[config.mk]
export PLATFORM = sky130hd
export DESIGN_NAME = line_delimiter_deframer_flat
export DESIGN_NICKNAME = d
export VERILOG_FILES = /design/src/design/lddf_pkg.sv /design/src/design/lddf_if.sv /design/src/design/lddf_core.sv /design/src/design/lddf_obuf.sv /design/src/design/line_delimiter_deframer.sv /design/src/flat_wrapper.sv
export SDC_FILE = /design/constraint.sdc
export NUM_CORES = 1
export LEC_CHECK = 0
export BUFFER_PORTS_ARGS = -buffer_cell sky130_fd_sc_hd__buf_2
export CORE_UTILIZATION = 40
export CTS_BUF_LIST = sky130_fd_sc_hd__clkbuf_2
export CTS_CLUSTER_DIAMETER = 80
export CTS_CLUSTER_SIZE = 16
export DETAILED_ROUTE_END_ITERATION = 6
export GPL_ROUTABILITY_DRIVEN = 0
export GPL_TIMING_DRIVEN = 0
export PLACE_DENSITY = 0.66
export SLEW_MARGIN = 20
export SYNTH_ARGS = -nofsm -noshare
export SYNTH_HDL_FRONTEND = slang
export SYNTH_SLANG_ARGS = --single-unit
[constraint.sdc]
create_clock -name clk_i -period 4.5 [get_ports clk_i]
set_input_delay 1.125 -clock clk_i [delete_from_list [all_inputs] [get_ports clk_i]]
set_output_delay 1.125 -clock clk_i [all_outputs]
set_load 0.05 [all_outputs]
[src/design/lddf_pkg.sv]
package lddf_pkg;

  localparam int unsigned LengthBitsDefault = 16;
  localparam int unsigned MaxLenW = 16;
  localparam int unsigned CfgIdxW = 2;
  localparam int unsigned CfgDataW = 16;

  localparam logic [7:0] LF_BYTE = 8'h0A;
  localparam logic [7:0] CR_BYTE = 8'h0D;

  // Register indexes of the configuration port.
  localparam logic [CfgIdxW-1:0] CFG_MAX_LENGTH      = 2'd0;
  localparam logic [CfgIdxW-1:0] CFG_STRIP_DELIMITER = 2'd1;
  localparam logic [CfgIdxW-1:0] CFG_TERMINATOR_MODE = 2'd2;

  // Terminator modes; the unused code behaves as LF or CR LF.
  localparam logic [1:0] MODE_LF_OR_CRLF = 2'd0;
  localparam logic [1:0] MODE_LF_ONLY    = 2'd1;
  localparam logic [1:0] MODE_CRLF_ONLY  = 2'd2;

  localparam logic [MaxLenW-1:0] MAX_LENGTH_RESET = 16'hFFFF;

  typedef struct packed {
    logic [MaxLenW-1:0] max_length;
    logic               strip_delimiter;
    logic [1:0]         terminator_mode;
  } cfg_t;

  typedef struct packed {
    logic [7:0] out_byte;
    logic       has_byte;
    logic       frame_end;
    logic       overflow;
  } res_t;

  // Results of one byte: count and up to two result items in order.
  typedef struct packed {
    logic [1:0] num;
    res_t       r0;
    res_t       r1;
  } step_t;

endpackage

[src/design/lddf_if.sv]
interface lddf_in_if;
  logic       valid;
  logic       ready;
  logic [7:0] in_byte;

  modport source (output valid, output in_byte, input ready);
  modport sink (input valid, input in_byte, output ready);
endinterface

interface lddf_out_if;
  logic       valid;
  logic       ready;
  logic [7:0] out_byte;
  logic       has_byte;
  logic       frame_end;
  logic       overflow;

  modport source (output valid, output out_byte, output has_byte, output frame_end,
                  output overflow, input ready);
  modport sink (input valid, input out_byte, input has_byte, input frame_end,
                input overflow, output ready);
endinterface

[src/design/lddf_core.sv]
module lddf_core #(
  parameter int unsigned LENGTH_BITS = lddf_pkg::LengthBitsDefault
) (
  input  logic               clk_i,
  input  logic               rst_ni,
  input  logic               en_i,
  input  logic [7:0]         byte_i,
  input  lddf_pkg::cfg_t     cfg_i,
  output lddf_pkg::step_t    step_o
);

  localparam int unsigned CmpW =
      (LENGTH_BITS > lddf_pkg::MaxLenW) ? LENGTH_BITS : lddf_pkg::MaxLenW;
  localparam logic [LENGTH_BITS-1:0] CountLimit = '1;

  typedef struct packed {
    logic cr;
    logic disc;
    logic clr;
  } disc_t;

  logic [LENGTH_BITS-1:0] count_q, count_d;
  logic                   cr_q, cr_d;
  logic                   disc_q, disc_d;

  logic is_lf, is_cr, lf_ok, crlf_ok;

  assign is_lf   = (byte_i == lddf_pkg::LF_BYTE);
  assign is_cr   = (byte_i == lddf_pkg::CR_BYTE);
  assign lf_ok   = (cfg_i.terminator_mode != lddf_pkg::MODE_CRLF_ONLY);
  assign crlf_ok = (cfg_i.terminator_mode != lddf_pkg::MODE_LF_ONLY);

  function automatic disc_t discard_next(input logic cr, input logic lf, input logic crb,
                                         input logic lf_en, input logic crlf_en);
    disc_t r;
    r.cr   = 1'b0;
    r.disc = 1'b1;
    r.clr  = 1'b0;
    if ((cr && lf && crlf_en) || (lf && lf_en)) begin
      r.disc = 1'b0;
      r.clr  = 1'b1;
    end else if (crb && crlf_en) begin
      r.cr = 1'b1;
    end
    return r;
  endfunction

  function automatic logic too_long(input logic [LENGTH_BITS-1:0] cnt,
                                    input logic [lddf_pkg::MaxLenW-1:0] lim);
    return CmpW'(cnt) >= CmpW'(lim);
  endfunction

  always_comb begin
    lddf_pkg::res_t res [2];
    logic [1:0] n;
    logic       done;
    disc_t      dn;

    res[0]  = '0;
    res[1]  = '0;
    n       = 2'd0;
    done    = 1'b0;
    count_d = count_q;
    cr_d    = cr_q;
    disc_d  = disc_q;
    dn      = '0;

    if (disc_q) begin
      dn     = discard_next(cr_q, is_lf, is_cr, lf_ok, crlf_ok);
      cr_d   = dn.cr;
      disc_d = dn.disc;
      if (dn.clr) count_d = '0;
    end else begin
      if (cr_q) begin
        cr_d = 1'b0;
        done = 1'b1;
        if (is_lf && crlf_ok) begin
          count_d = '0;
          if (cfg_i.strip_delimiter) begin
            res[0].frame_end = 1'b1;
            n = 2'd1;
          end else begin
            res[0].out_byte  = lddf_pkg::CR_BYTE;
            res[0].has_byte  = 1'b1;
            res[1].out_byte  = lddf_pkg::LF_BYTE;
            res[1].has_byte  = 1'b1;
            res[1].frame_end = 1'b1;
            n = 2'd2;
          end
        end else begin
          // The held CR turns out to be content.
          n = 2'd1;
          if (too_long(count_q, cfg_i.max_length)) begin
            count_d         = '0;
            disc_d          = 1'b1;
            res[0].overflow = 1'b1;
            dn     = discard_next(1'b0, is_lf, is_cr, lf_ok, crlf_ok);
            cr_d   = dn.cr;
            disc_d = dn.disc;
            if (dn.clr) count_d = '0;
          end else begin
            if (count_q < CountLimit) count_d = count_q + 1'b1;
            res[0].out_byte = lddf_pkg::CR_BYTE;
            res[0].has_byte = 1'b1;
            done = 1'b0;
          end
        end
      end

      if (!done) begin
        if (too_long(count_d, cfg_i.max_length)) begin
          // Any byte at or past the limit aborts, terminators included.
          count_d              = '0;
          cr_d                 = 1'b0;
          disc_d               = 1'b1;
          res[n[0]]            = '0;
          res[n[0]].overflow   = 1'b1;
          n                    = n + 2'd1;
        end else if (is_lf && lf_ok) begin
          count_d = '0;
          res[n[0]].frame_end = 1'b1;
          if (!cfg_i.strip_delimiter) begin
            res[n[0]].out_byte = lddf_pkg::LF_BYTE;
            res[n[0]].has_byte = 1'b1;
          end
          n = n + 2'd1;
        end else if (is_cr && crlf_ok) begin
          cr_d = 1'b1;
        end else begin
          if (count_d < CountLimit) count_d = count_d + 1'b1;
          res[n[0]].out_byte = byte_i;
          res[n[0]].has_byte = 1'b1;
          n = n + 2'd1;
        end
      end
    end

    step_o.num = n;
    step_o.r0  = res[0];
    step_o.r1  = res[1];
  end

  always_ff @(posedge clk_i or negedge rst_ni) begin
    if (!rst_ni) begin
      count_q <= '0;
      cr_q    <= 1'b0;
      disc_q  <= 1'b0;
    end else if (en_i) begin
      count_q <= count_d;
      cr_q    <= cr_d;
      disc_q  <= disc_d;
    end
  end

  a_disc_count_zero: assert property (@(posedge clk_i) disable iff (!rst_ni)
    disc_q |-> (count_q == '0))
    else $error("content count not clear while discarding");

  // Two results always start with a forwarded CR.
  a_two_lead_byte: assert property (@(posedge clk_i) disable iff (!rst_ni)
    (en_i && step_o.num == 2'd2) |-> step_o.r0.has_byte)
    else $error("two results without a forwarded first byte");

endmodule

[src/design/lddf_obuf.sv]
module lddf_obuf (
  input  logic              clk_i,
  input  logic              rst_ni,
  input  logic              load_i,
  input  lddf_pkg::step_t   step_i,
  input  logic              ready_i,
  output logic              valid_o,
  output lddf_pkg::res_t    head_o,
  output logic              room_o
);

  logic [1:0]     cnt_q, cnt_d;
  lddf_pkg::res_t r0_q, r0_d;
  lddf_pkg::res_t r1_q, r1_d;
  logic           pop;

  assign valid_o = (cnt_q != 2'd0);
  assign head_o  = r0_q;
  assign pop     = valid_o && ready_i;
  // New results may only land once the buffer drains completely this cycle.
  assign room_o  = (cnt_q == 2'd0) || ((cnt_q == 2'd1) && ready_i);

  always_comb begin
    cnt_d = cnt_q;
    r0_d  = r0_q;
    r1_d  = r1_q;
    if (load_i) begin
      cnt_d = step_i.num;
      r0_d  = step_i.r0;
      r1_d  = step_i.r1;
    end else if (pop) begin
      cnt_d = cnt_q - 2'd1;
      r0_d  = r1_q;
    end
  end

  always_ff @(posedge clk_i or negedge rst_ni) begin
    if (!rst_ni) begin
      cnt_q <= 2'd0;
    end else begin
      cnt_q <= cnt_d;
    end
  end

  always_ff @(posedge clk_i) begin
    r0_q <= r0_d;
    r1_q <= r1_d;
  end

  a_cnt_range: assert property (@(posedge clk_i) disable iff (!rst_ni)
    cnt_q != 2'd3)
    else $error("result buffer holds more than two entries");

  a_load_room: assert property (@(posedge clk_i) disable iff (!rst_ni)
    load_i |-> room_o)
    else $error("results loaded over undelivered ones");

endmodule

[src/design/line_delimiter_deframer.sv]
// Channel   Role    Payload                                        Transfer
// in_i      sink    in_byte[7:0]                                   valid && ready
// out_o     source  out_byte[7:0], has_byte, frame_end, overflow   valid && ready
// cfg       write   cfg_we_i, cfg_idx_i[1:0], cfg_wdata_i[15:0]    cfg_we_i high
//
// One byte is taken per cycle while the result buffer has room. Each byte is held in
// the input register, its results in the two-entry result buffer. A byte giving two
// results fills the buffer and holds the input register until the last of them leaves.
// Reset clears the line state and sets max_length 65535, stripping on, mode 0.
// A stall on out_o backs up through the result buffer into the input register.
module line_delimiter_deframer #(
  parameter int unsigned LENGTH_BITS = lddf_pkg::LengthBitsDefault
) (
  input  logic                          clk_i,
  input  logic                          rst_ni,
  lddf_in_if.sink                       in_i,
  lddf_out_if.source                    out_o,
  input  logic                          cfg_we_i,
  input  logic [lddf_pkg::CfgIdxW-1:0]  cfg_idx_i,
  input  logic [lddf_pkg::CfgDataW-1:0] cfg_wdata_i
);

  lddf_pkg::cfg_t  cfg_q;
  logic            in_vld_q;
  logic [7:0]      in_byte_q;
  logic            proc;
  logic            room;
  lddf_pkg::step_t step;
  lddf_pkg::res_t  head;

  always_ff @(posedge clk_i or negedge rst_ni) begin
    if (!rst_ni) begin
      cfg_q.max_length      <= lddf_pkg::MAX_LENGTH_RESET;
      cfg_q.strip_delimiter <= 1'b1;
      cfg_q.terminator_mode <= lddf_pkg::MODE_LF_OR_CRLF;
    end else if (cfg_we_i) begin
      case (cfg_idx_i)
        lddf_pkg::CFG_MAX_LENGTH:      cfg_q.max_length      <= cfg_wdata_i;
        lddf_pkg::CFG_STRIP_DELIMITER: cfg_q.strip_delimiter <= cfg_wdata_i[0];
        lddf_pkg::CFG_TERMINATOR_MODE: cfg_q.terminator_mode <= cfg_wdata_i[1:0];
        default: ;
      endcase
    end
  end

  assign proc       = in_vld_q && room;
  assign in_i.ready = !in_vld_q || proc;

  always_ff @(posedge clk_i or negedge rst_ni) begin
    if (!rst_ni) begin
      in_vld_q <= 1'b0;
    end else if (in_i.ready) begin
      in_vld_q <= in_i.valid;
    end
  end

  always_ff @(posedge clk_i) begin
    if (in_i.ready && in_i.valid) in_byte_q <= in_i.in_byte;
  end

  lddf_core #(
    .LENGTH_BITS(LENGTH_BITS)
  ) u_core (
    .clk_i  (clk_i),
    .rst_ni (rst_ni),
    .en_i   (proc),
    .byte_i (in_byte_q),
    .cfg_i  (cfg_q),
    .step_o (step)
  );

  lddf_obuf u_obuf (
    .clk_i   (clk_i),
    .rst_ni  (rst_ni),
    .load_i  (proc),
    .step_i  (step),
    .ready_i (out_o.ready),
    .valid_o (out_o.valid),
    .head_o  (head),
    .room_o  (room)
  );

  assign out_o.out_byte  = head.out_byte;
  assign out_o.has_byte  = head.has_byte;
  assign out_o.frame_end = head.frame_end;
  assign out_o.overflow  = head.overflow;

  a_stall_holds_item: assert property (@(posedge clk_i) disable iff (!rst_ni)
    (in_vld_q && !proc) |=> (in_vld_q && $stable(in_byte_q)))
    else $error("held input byte lost during a stall");

endmodule
[src/flat_wrapper.sv]
// flat-port wrapper written by rule: the top's interface ports become plain ports
module line_delimiter_deframer_flat 
#(
  parameter int unsigned LENGTH_BITS = lddf_pkg::LengthBitsDefault
)
  (clk_i, rst_ni, cfg_we_i, cfg_idx_i, cfg_wdata_i, in_i_valid, in_i_in_byte, in_i_ready, out_o_valid, out_o_out_byte, out_o_has_byte, out_o_frame_end, out_o_overflow, out_o_ready);
  lddf_in_if in_i_i ();
  lddf_out_if out_o_i ();
  input  logic clk_i;
  input  logic rst_ni;
  input  logic cfg_we_i;
  input  logic [lddf_pkg::CfgIdxW-1:0] cfg_idx_i;
  input  logic [lddf_pkg::CfgDataW-1:0] cfg_wdata_i;
  input wire logic [$bits(in_i_i.valid)-1:0] in_i_valid;
  input wire logic [$bits(in_i_i.in_byte)-1:0] in_i_in_byte;
  output wire logic [$bits(in_i_i.ready)-1:0] in_i_ready;
  output wire logic [$bits(out_o_i.valid)-1:0] out_o_valid;
  output wire logic [$bits(out_o_i.out_byte)-1:0] out_o_out_byte;
  output wire logic [$bits(out_o_i.has_byte)-1:0] out_o_has_byte;
  output wire logic [$bits(out_o_i.frame_end)-1:0] out_o_frame_end;
  output wire logic [$bits(out_o_i.overflow)-1:0] out_o_overflow;
  input wire logic [$bits(out_o_i.ready)-1:0] out_o_ready;
  assign in_i_i.valid = in_i_valid;
  assign in_i_i.in_byte = in_i_in_byte;
  assign in_i_ready = in_i_i.ready;
  assign out_o_valid = out_o_i.valid;
  assign out_o_out_byte = out_o_i.out_byte;
  assign out_o_has_byte = out_o_i.has_byte;
  assign out_o_frame_end = out_o_i.frame_end;
  assign out_o_overflow = out_o_i.overflow;
  assign out_o_i.ready = out_o_ready;
  line_delimiter_deframer #(.LENGTH_BITS(LENGTH_BITS)) u_core (.clk_i(clk_i), .rst_ni(rst_ni), .in_i(in_i_i), .out_o(out_o_i), .cfg_we_i(cfg_we_i), .cfg_idx_i(cfg_idx_i), .cfg_wdata_i(cfg_wdata_i));
endmodule
==> run metrics, run 1 <==
setup ws final=-0.0476 ns; worst setup path class=reg2reg; total track usage=between 20% and 30%; worst hold-check path type=reg2reg; Max-cap violations=0; # IOs=44; fraction of layout cells with a size suffix above 1=31.1%; post-route cell area=6260 µm²; drt wl/cell=~19 µm; commonest cells in the netlist=nand2_1, o21ai_0, ha_1; Post-synth EDFFs=30; Leak=between 2 and 3 nW; placed insts=755; most common cell in the netlist=nand2_1; internal power=around 1.4 mW; mapped cell area=~5000 µm²; max_slew headroom=33.9%; number of buffers created by CTS=9; post-DR vias/cell=5.92; Initial Utilization=between 40% and 50%; CTS tree=yes; status=complete, but fails checks; share of power burned in registers=between 30% and 40%; net count after synthesis=approximately 610; clock net sink count=70; Core Box Area=roughly 12000 µm²; clock root cell=clkbuf_2; Residual DRC=0; fin crit share=101%; Vias=4748; sequential-to-total area share from yosys stat=between 30% and 40%; Routed WL=15.0 mm; cell taking the most area after synthesis=edfxtp_1; Final min period=4.55 ns; Slew Viols, Final=0; combinational share of power=42.5%; Chip Width=between 100 and 150 µm; P_sw=approximately 1.1 mW; port bufs=43; clock-pin slew of the registers on the worst-case setup and hold paths=around 0.28 ns; maximum clock rate=roughly 220 MHz; Layout Skew=0.0526 ns; Clock power frac=a little under a fifth; net count reported at finish=697; drt first pass iters=6; largest cells by area after synthesis=edfxtp_1, dfrtp_1, ha_1; kind of end point of the critical path=flip-flop; final hold violations=0; drt initial violations=between 600 and 700; area share of the largest cell type after synthesis=17.9%; Switching Fraction=a little over two fifths; vias in the first global route=approximately 4600; PD cells=402 nW/µm²; fillers=about 1100; worst skew pair latency=0.61 ns; RSZ-0062 raised after global routing=yes; Critical Path AT=about 5 ns; placed inst area=5500 µm²; CP Launch Type=flip-flop; crit-path max FO=8; R2R setup slack=-0.05 ns; total global routing overflow=0; row count=40; endpoints failing setup=11; Post-Layout Cell Count=~800; Layout area overhead=24.4%; failing checks=setup timing; Post-Synthesis Cells=roughly 540; Worst-Margin Slew=0.983 ns; top_reg_cell synth=edfxtp_1; post-detail-place hpwl=between 10 and 15 mm; H-tree depth=3; die footprint=13000 µm²; Post-DRT Antenna Nets=0; HP Start=u_core.cfg_q[18]$_DFFE_PN1P_; Layout Utilization=51.5%; syn avg cell area=around 9 µm²; pin count of the biggest net entering global routing=between 40 and 50; ys async rst share=a little under three fifths; initial antenna violation count=1; worst-case vdd ir drop=~0.20 mV; CTS max path bufs=2; first-pass GRT wire length=approximately 24 mm; Ys Warns=0; chip height=roughly 110 µm; origin of the critical flop-to-flop path=u_core.u_core.count_q[15]$_DFFE_PN0P_; Yosys reg bits=70; post-layout power=2.52 mW; Crit. Startpoint=u_core.u_core.count_q[15]$_DFFE_PN0P_; Critical Path RT=approximately 5 ns; unique cell type count in the Yosys netlist=between 70 and 80
metrics by stage:
step	TNS (ns)	setup WS (ns)	hold WS [ns]
4_1_cts	0	0.000883	0.547
6_report	-0.193	-0.0476	0.554
3_5_place_dp	-39.77	-1.26	0.500
2_1_floorplan	0	0.0155	0.466
3_3_place_gp	-37.62	-1.21	0.480
5_1_grt	-4.27	-0.238	0.575
logic make-up after synthesis:
kind of cell / after synthesis / share of synthesized area [%]
and+or+nand+nor: 219 / 24.9
buffers and inverters: 53 / 4.20
DFF: 70 / 38.2
xor gates and xnor gates: 12 / 2.09
muxes: 12 / 2.53
adders and majority gates: 38 / 9.44
AOI/OAI and AO/OA: 140 / 18.6
timing repair:
item / in CTS / in global routing
hold buffers: 0 / 0
gates cloned: 0 / 1
setup endpoints to repair: 42 / 40
setup buffers: 19 / 11
resized for setup: 43 / 69
pin swaps: 13 / 27
per-layer routing:
| metal | wire length (µm) | track usage (%) | vias up |
|---|---|---|---|
| li1 | - | - | 2200 |
| met1 | 6160 | 31.4 | 2252 |
| met2 | 6960 | 39.0 | 242 |
| met3 | 1240 | 4.29 | 54 |
| met4 | 589 | 9.00 | 0 |
| met5 | 0 | 0 | - |
worst max-delay path: stages, from the launching register on:
cell,delay (ns)
dfrtp_1,0.56
ha_4,0.32
nand4_1,0.17
nor3_2,0.31
nand3b_1,0.13
and3_4,0.21
a21oi_4,0.37
buf_8,0.20
nor2_4,0.05
inv_1,0.06
ha_1,0.22
nand2b_4,0.14
a211oi_2,0.21
o31a_1,0.17
o22a_1,0.21
nand2_2,0.13
buf_8,0.17
nor2_4,0.17
nand2_4,0.09
or3_4,0.34
a21oi_2,0.11
path summary, 6_finish.rpt:
| path | cells after the start | endpoint |
|---|---|---|
| worst max-delay path | 20 | u_core.u_obuf.r1_q[2]$_SDFFCE_PP0P_ |
| worst min-delay path | 2 | u_core.cfg_q[18]$_DFFE_PN1P_ |
| worst max register to register | 20 | u_core.u_obuf.r1_q[2]$_SDFFCE_PP0P_ |
| worst min register to register | 2 | u_core.cfg_q[18]$_DFFE_PN1P_ |
| max in group asynchronous | 1 | u_core.u_core.count_q[13]$_DFFE_PN0P_ |
| min in group asynchronous | 1 | u_core.u_core.count_q[10]$_DFFE_PN0P_ |
area by class of cell:
| class | instances | area [µm²] | share of cell area (%) |
|---|---|---|---|
| well taps | 168 | 210 | 3.36 |
| inverters | 33 | 129 | 2.06 |
| flip-flops and latches | 70 | 1930 | 30.8 |
| plain buffers | 19 | 136 | 2.18 |
| diodes | 1 | 2.50 | 0.0400 |
| clock buffers | 9 | 45.0 | 0.719 |
| multi-input cells | 421 | 3240 | 51.8 |
| clock inverters | 7 | 106 | 1.70 |
| repair buffers | 74 | 463 | 7.39 |
power groups by stage:
stage	logic [mW]	clock network [mW]	registers, mW
after floorplan	0.487	0	1.15
after global placement	0.866	0	0.980
after detailed placement	0.894	0	0.991
after CTS	0.979	0.470	0.972
after global routing	1.16	0.496	0.997
final	1.07	0.474	0.974
state kept, by name (all words and copies together), names as in the netlist:
| name | flops |
|---|---|
| u_core.u_core.cr_q | 1 |
| u_core.u_core.disc_q | 1 |
| u_core.u_core.count_q | 16 |
| u_core.u_obuf.cnt_q | 2 |
| u_core.u_obuf.head_o | 11 |
| u_core.u_obuf.r1_q | 11 |
| u_core.in_vld_q | 1 |
| u_core.cfg_q | 19 |
| u_core.in_byte_q | 8 |
cell usage in the layout, fill, tap and decap left out, types with 5 or more instances in the layout:
cell and instances:
or3_1 8, xor2_1 5, a21oi_1 21, nor2_1 26, and3_1 7, ha_1 32, nand3_1 19, buf_2 44
mux2i_1 6, buf_6 6, nand2_1 59, o21ai_1 16, edfxtp_1 30, buf_4 27, dfrtp_1 21, o21ai_0 31
nand3b_1 5, xnor2_1 7, clkbuf_1 11, a21o_1 11, nor3_1 5, and2_1 8, nand4_1 12, inv_1 28
nor3_2 5, clkbuf_2 9, nand2b_1 6, ha_4 6, o21ai_2 5, nor2_4 6, a22o_1 8, dfstp_2 17
mux2_2 5
No activity file was read; power rests on OpenSTA's default activity.
==> inputs of run 2 (changes only) <==
--- a/config.mk
+++ b/config.mk
@@ -7,5 +7,5 @@
 export LEC_CHECK = 0
 export BUFFER_PORTS_ARGS = -buffer_cell sky130_fd_sc_hd__buf_2
-export CORE_UTILIZATION = 40
+export CORE_UTILIZATION = 55
 export CTS_BUF_LIST = sky130_fd_sc_hd__clkbuf_2
 export CTS_CLUSTER_DIAMETER = 80
@@ -14,5 +14,6 @@
 export GPL_ROUTABILITY_DRIVEN = 0
 export GPL_TIMING_DRIVEN = 0
-export PLACE_DENSITY = 0.66
+export PLACE_DENSITY = 0.84
+export RECOVER_POWER = 50
 export SLEW_MARGIN = 20
 export SYNTH_ARGS = -nofsm -noshare
==> constraint.sdc (replaced) <==
create_clock -name clk_i -period 4.5 [get_ports clk_i]
set_input_delay 0.45 -clock clk_i [delete_from_list [all_inputs] [get_ports clk_i]]
set_output_delay 0.45 -clock clk_i [all_outputs]
set_load 0.05 [all_outputs]
==> run 2 against run 1 <==
The run ends with DRC, capacitance limit, slew limit, setup timing left; critical path depth unchanged; global-route usage up 8.0 points; setup slack worse by 0.17 ns; combinational power up 5%; design area down 1.4%; sequential cell count unchanged; critical path type unchanged; highest routed layer unchanged.
==> run metrics, run 2 (same netlist as run 1, synthesis figures left out) <==
crit-path max FO=7; Largest regs=u_core.cfg_q: 19 flops, u_core.u_core.count_q: 16 flops; Switching Fraction=44.5%; clock-pin slew of the registers on the worst-case setup and hold paths=between 0.2 and 0.25 ns; fraction of layout cells with a size suffix above 1=31.0%; Max-cap violations=1; max_slew headroom=-49.1%; # IOs=44; setup ws final=-0.220 ns; Slew Viols, Final=41; final hold violations=0; vias in the first global route=between 4000 and 5000; worst-case vdd ir drop=0.241 mV; pin count of the biggest net entering global routing=between 40 and 50; Routed WL=~16 mm; post-route cell area=approximately 6000 µm²; wire length on met3=around 1.7 mm; drt wl/cell=roughly 22 µm; Layout Utilization=70.1%; row count=34; Initial Utilization=between 50% and 60%; CP Launch Type=flip-flop; net count reported at finish=699; max reg flops=19; total global routing overflow=0; H-tree depth=3; most frequent cells in the layout=nand2_1, buf_2, o21ai_0; max layer used=met4; share of power burned in registers=40.1%; drt first pass iters=7; most common cell after layout, fill and taps aside=nand2_1; chip height=roughly 98 µm; Residual DRC=between 70 and 80; Chip Width=between 90 and 100 µm; kind of end point of the critical path=flip-flop; CTS tree=yes; PD cells=396 nW/µm²; post-DR vias/cell=roughly 6.9; worst skew pair latency=~0.56 ns; internal power=1.36 mW; Setup Slack @ Placement=-1.25 ns; Leak=between 2 and 3 nW; first-pass GRT wire length=between 20 and 25 mm; port bufs=between 40 and 50; WL met2=between 7 and 8 mm; worst path cell trace=ha_4, nand4_1, nor3_2, nand3b_1, and3_4, a21oi_4, buf_8, nor2_1, ha_1, nand4_1, nor2_1, nand2_1, o22a_1, nand2_2, buf_8, nor2_4, buf_4, o21ai_0, o21ai_1, a22o_1; placed insts=between 600 and 700; status=complete, but fails checks; Post-DRT Antenna Nets=0; slowest stage delay, CP=around 0.57 ns; post-detail-place hpwl=10.2 mm; diode count=0; clock net sink count=70; placed inst area=5420 µm²; Layout Skew=between 0.03 and 0.04 ns; area of the multi-input gates=about 3300 µm²; combinational share of power=a little under half; Clock power frac=between 10% and 20%; Critical Path RT=4.85 ns; die footprint=approximately 9500 µm²; area occupied by registers=a little under 2000 µm²; maximum clock rate=approximately 210 MHz; M1 WL=5.96 mm; Final min period=between 4 and 5 ns; Post-Layout Cell Count=between 700 and 800; Reg with most FFs=u_core.cfg_q; worst setup path class=reg2reg; slowest CP cell=dfrtp_1; failing checks=DRC, capacitance limit, slew limit, setup timing; worst hold-check path type=in2reg; fin crit share=105%; Core Box Area=8810 µm²; initial antenna violation count=0; Critical Path AT=between 5 and 6 ns; clock root cell=clkbuf_2; hold-fix buffers at CTS=0; total track usage=around a third; RSZ-0062 raised after global routing=yes; fillers=~600; Worst-Margin Slew=roughly 2.2 ns; number of buffers created by CTS=9; Layout area overhead=22.6%; drt initial violations=about 760; endpoints failing setup=36; P_sw=around 1.1 mW; Vias=5162; CTS max path bufs=2; setup TNS=-3.68 ns
-- run 2: cell count changes in the layout (fill, tap and decap cells not counted), sizes merged --
cell | before | now
bufinv | 2 | 0
buf | 81 | 80
clkinvlp | 0 | 3
diode | 1 | 0
inv | 35 | 34
clkbuf | 21 | 24
-- run 2: stage by stage --
stage	hold WS (ns)	total power, mW
finish	0.0727	2.44
floorplan	0.154	1.63
CTS	0.0131	2.28
global route	0.0170	2.56
detailed placement	0.509	1.87
global placement	0.479	1.83
-- run 2: final cells by class --
class,count,area share (%)
Multi-Input combinational cell,421,52.8
Clock inverter,7,0.791
Clock buffer,9,0.730
Tap cell,108,2.19
Inverter,33,2.05
Timing Repair Buffer,76,8.13
Sequential cell,70,31.2
Buffer,19,2.15
-- run 2: final timing paths --
check | startpoint | to | slack [ns] | cells after the start
max | u_core.u_core.count_q[13]$_DFFE_PN0P_ | u_core.u_obuf.head_o[5]$_DFFE_PP_ | -0.22 | 20
min | in_i_in_byte[6] | u_core.in_byte_q[6]$_DFFE_PP_ | 0.07 | 1
max reg2reg | u_core.u_core.count_q[13]$_DFFE_PN0P_ | u_core.u_obuf.head_o[5]$_DFFE_PP_ | -0.22 | 20
min reg2reg | u_core.u_obuf.cnt_q[1]$_DFFE_PN0P_ | u_core.u_obuf.cnt_q[1]$_DFFE_PN0P_ | 0.55 | 2
max in group asynchronous | rst_ni | u_core.u_core.count_q[1]$_DFFE_PN0P_ | 2.59 | 1
min in group asynchronous | rst_ni | u_core.u_core.count_q[9]$_DFFE_PN0P_ | 0.51 | 1
-- run 2: worst max-delay path: cells and delay by family, from the launching register on --
family / cells / cell delay (ns)
simple gates: 10 / 1.77
compound gates: 5 / 1.00
fa+ha+maj: 2 / 0.66
flops: 1 / 0.57
buf+inv: 3 / 0.48
-- run 2: power groups by stage --
stage               Sequential (mW)  Clock, mW  Combinational, mW
floorplan                      1.15          0              0.487
global placement              0.977          0              0.852
detailed placement            0.990          0              0.884
CTS                           0.970      0.332              0.974
global route                  0.992      0.365               1.20
finish                        0.979      0.340               1.12
-- run 2: per-layer routing --
| metal | up-vias | GRT usage, % |
|---|---|---|
| li1 | 2196 | - |
| met1 | 2430 | 41.4 |
| met2 | 406 | 49.9 |
| met3 | 130 | 5.40 |
| met4 | 0 | 19.0 |
| met5 | - | 0 |
-- run 2: timing repair --
item                                    CTS  global route
pin swaps                                13            26
gates resized for setup                  32            73
endpoints found under the setup margin   42            41
setup buffers                            17            14
gates cloned                              0             2
==> inputs of run 3 (changes only) <==
CORE_UTILIZATION = 25   (was 55)
PLACE_DENSITY = 0.47   (was 0.84)
SLEW_MARGIN = not set   (was 20)
clock period = 6.1 ns   (was 4.5 ns; I/O delays follow)
==> run 3 against run 2 <==
The flow finishes with violations (capacitance limit, slew limit); die area is 120% higher; critical endpoint is now u_core.u_obuf.r1_q[9]$_SDFFCE_PP0P_; fmax shrank 18%; clock skew increased by 0.0062 ns; final cell count up 17%; register-to-register slack improved by 0.56 ns; sequential cell count stayed put; critical path type unchanged; sequential share of layout area increased by 2.3 points; non-clock buffer count fell by 29; critical path depth increased by 3; first-iteration DRC count is 49% lower; largest cell class unchanged.
==> run metrics, run 3 (same netlist as run 1, synthesis figures left out) <==
RSZ-0062 raised after global routing=no; worst setup path class=reg2reg; status=complete, but fails checks; CTS max path bufs=2; net count reported at finish=670; hold-fix buffers at CTS=0; slowest stage delay, CP=0.57 ns; Reg with most FFs=u_core.cfg_q; total track usage=between 10% and 20%; Worst-Margin Slew=2.30 ns; R2R setup slack=roughly 0.33 ns; die footprint=about 21000 µm²; most frequent cells in the layout=nand2_1, o21ai_0, buf_2; Chip Width=~140 µm; # IOs=between 40 and 50; r2r endpoint=u_core.u_obuf.r1_q[9]$_SDFFCE_PP0P_; max_slew headroom=-53.2%; Leak=2.33 nW; total global routing overflow=0; Core Box Area=between 15000 and 20000 µm²; Routed WL=15.2 mm; worst skew pair latency=0.60 ns; placed insts=around 850; final hold violations=0; endpoints failing setup=0; Initial Utilization=~26%; most common cell after layout, fill and taps aside=nand2_1; Slew Viols, Final=41; Crit. Startpoint=u_core.cfg_q[18]$_DFFE_PN1P_; H-tree depth=3; Layout Skew=between 0.03 and 0.04 ns; CTS tree=yes; max reg flops=19; drt wl/cell=about 17 µm; Max-cap violations=1; placed inst area=5580 µm²; Layout area overhead=14.0%; post-layout power=1.64 mW; reg2reg path depth=23; PD cells=about 290 nW/µm²; row count=a little over 50; port bufs=43; chip height=between 100 and 150 µm; crit-path max FO=10; clock net sink count=70; Critical Path RT=around 6.6 ns; post-detail-place hpwl=11.5 mm; Post-Layout Cell Count=872; drt first pass iters=5; clock-pin slew of the registers on the worst-case setup and hold paths=0.24 ns; Largest regs=u_core.cfg_q: 19 flops, u_core.u_core.count_q: 16 flops; fin crit share=94.5%; drt initial violations=just under 400; initial antenna violation count=1; kind of end point of the critical path=flip-flop; Post-DRT Antenna Nets=0; pin count of the biggest net entering global routing=41; number of buffers created by CTS=9; fraction of layout cells with a size suffix above 1=between 10% and 20%; first-pass GRT wire length=23.5 mm; worst-case vdd ir drop=between 0.1 and 0.15 mV; worst hold-check path type=in2reg; Residual DRC=0; Critical Path AT=approximately 6.2 ns; Final min period=between 5 and 6 ns; origin of the critical flop-to-flop path=u_core.cfg_q[18]$_DFFE_PN1P_; slowest CP cell=dfstp_2; CP Launch Type=flip-flop; vias in the first global route=between 4000 and 5000; post-DR vias/cell=around 5.2; failing checks=capacitance limit, slew limit; maximum clock rate=173 MHz; end point of the critical path=u_core.u_obuf.r1_q[9]$_SDFFCE_PP0P_; Vias=approximately 4600; worst path cell trace=inv_1, ha_1, nand4_1, nor3_1, nor3_1, and3_2, a21oi_4, buf_2, clkbuf_4, nor2_2, inv_1, ha_1, nand2b_1, a211oi_1, o31a_1, o22a_1, nand2_1, clkbuf_1, nor2_1, nand2_1, nor4_4, buf_4, and2_1; clock root cell=clkbuf_2; post-route cell area=5740 µm²
[run 3: worst min path at each step]
| stage | start | end | slack (ns) | cells past startpoint |
|---|---|---|---|---|
| 5_1_grt | in_i_in_byte[2] | u_core.in_byte_q[2]$_DFFE_PP_ | 0.13 | 1 |
| 4_1_cts | rst_ni | u_core.u_core.count_q[15]$_DFFE_PN0P_ | 0.12 | 1 |
| 3_5_place_dp | u_core.u_obuf.cnt_q[1]$_DFFE_PN0P_ | u_core.u_obuf.cnt_q[1]$_DFFE_PN0P_ | 0.50 | 2 |
| 6_report | in_i_in_byte[2] | u_core.in_byte_q[2]$_DFFE_PP_ | 0.19 | 1 |
| 3_3_place_gp | u_core.u_obuf.cnt_q[1]$_DFFE_PN0P_ | u_core.u_obuf.cnt_q[1]$_DFFE_PN0P_ | 0.48 | 2 |
| 2_1_floorplan | rst_ni | u_core.cfg_q[0]$_DFFE_PN0P_ | 0.31 | 0 |
[run 3: layer usage]
| metal | track usage, % | vias up | routed length (µm) |
|---|---|---|---|
| met5 | 0 | - | 0 |
| met4 | 6.05 | 0 | 295 |
| li1 | - | 2150 | - |
| met3 | 2.63 | 23 | 780 |
| met2 | 24.2 | 142 | 7190 |
| met1 | 20.2 | 2246 | 6940 |
[run 3: repair_timing]
item | CTS | global route
gates resized for setup | 2 | 8
pin swaps | 0 | 3
setup buffers | 0 | 3
gates cloned | 0 | 0
endpoints found under the setup margin | 13 | 25
[run 3: critical path: cells and delay by family, from the launching register on]
kind / cells / cell delay, ns
and+or+nand+nor: 11 / 2.15
DFF: 1 / 0.57
AOI/OAI and AO/OA: 4 / 1.14
adders and majority gates: 2 / 0.51
buffers and inverters: 6 / 1.21
[run 3: where the power goes]
group	leakage (nW)	total (mW)	internal, mW	switching [mW]
clock	0.0520	0.257	0.0531	0.203
sequential	0.772	0.720	0.656	0.0634
combinational	1.51	0.666	0.193	0.473
[run 3: per-stage QoR]
| stage | hold slack (ns) | setup TNS (ns) | setup WS (ns) | utilization [%] |
|---|---|---|---|---|
| 2_1_floorplan | 0.314 | 0 | 1.32 | - |
| 3_3_place_gp | 0.481 | -2.16 | -0.217 | 28.5 |
| 3_5_place_dp | 0.501 | -1.39 | -0.180 | 28.5 |
| 4_1_cts | 0.123 | 0 | 0.0241 | 29.0 |
| 5_1_grt | 0.129 | 0 | 0.0187 | 29.3 |
| 6_report | 0.185 | 0 | 0.335 | 29.3 |
[run 3: area by class of cell]
| type | count | area [µm²] |
|---|---|---|
| fillers | 2095 | 13800 |
| inverters | 33 | 124 |
| well taps | 265 | 332 |
| clock inverters | 7 | 48.8 |
| clock buffers | 9 | 45.0 |
| diodes | 1 | 2.50 |
| repair buffers | 46 | 235 |
| multi-input cells | 421 | 2940 |
| flip-flops and latches | 70 | 1920 |
| plain buffers | 20 | 90.1 |
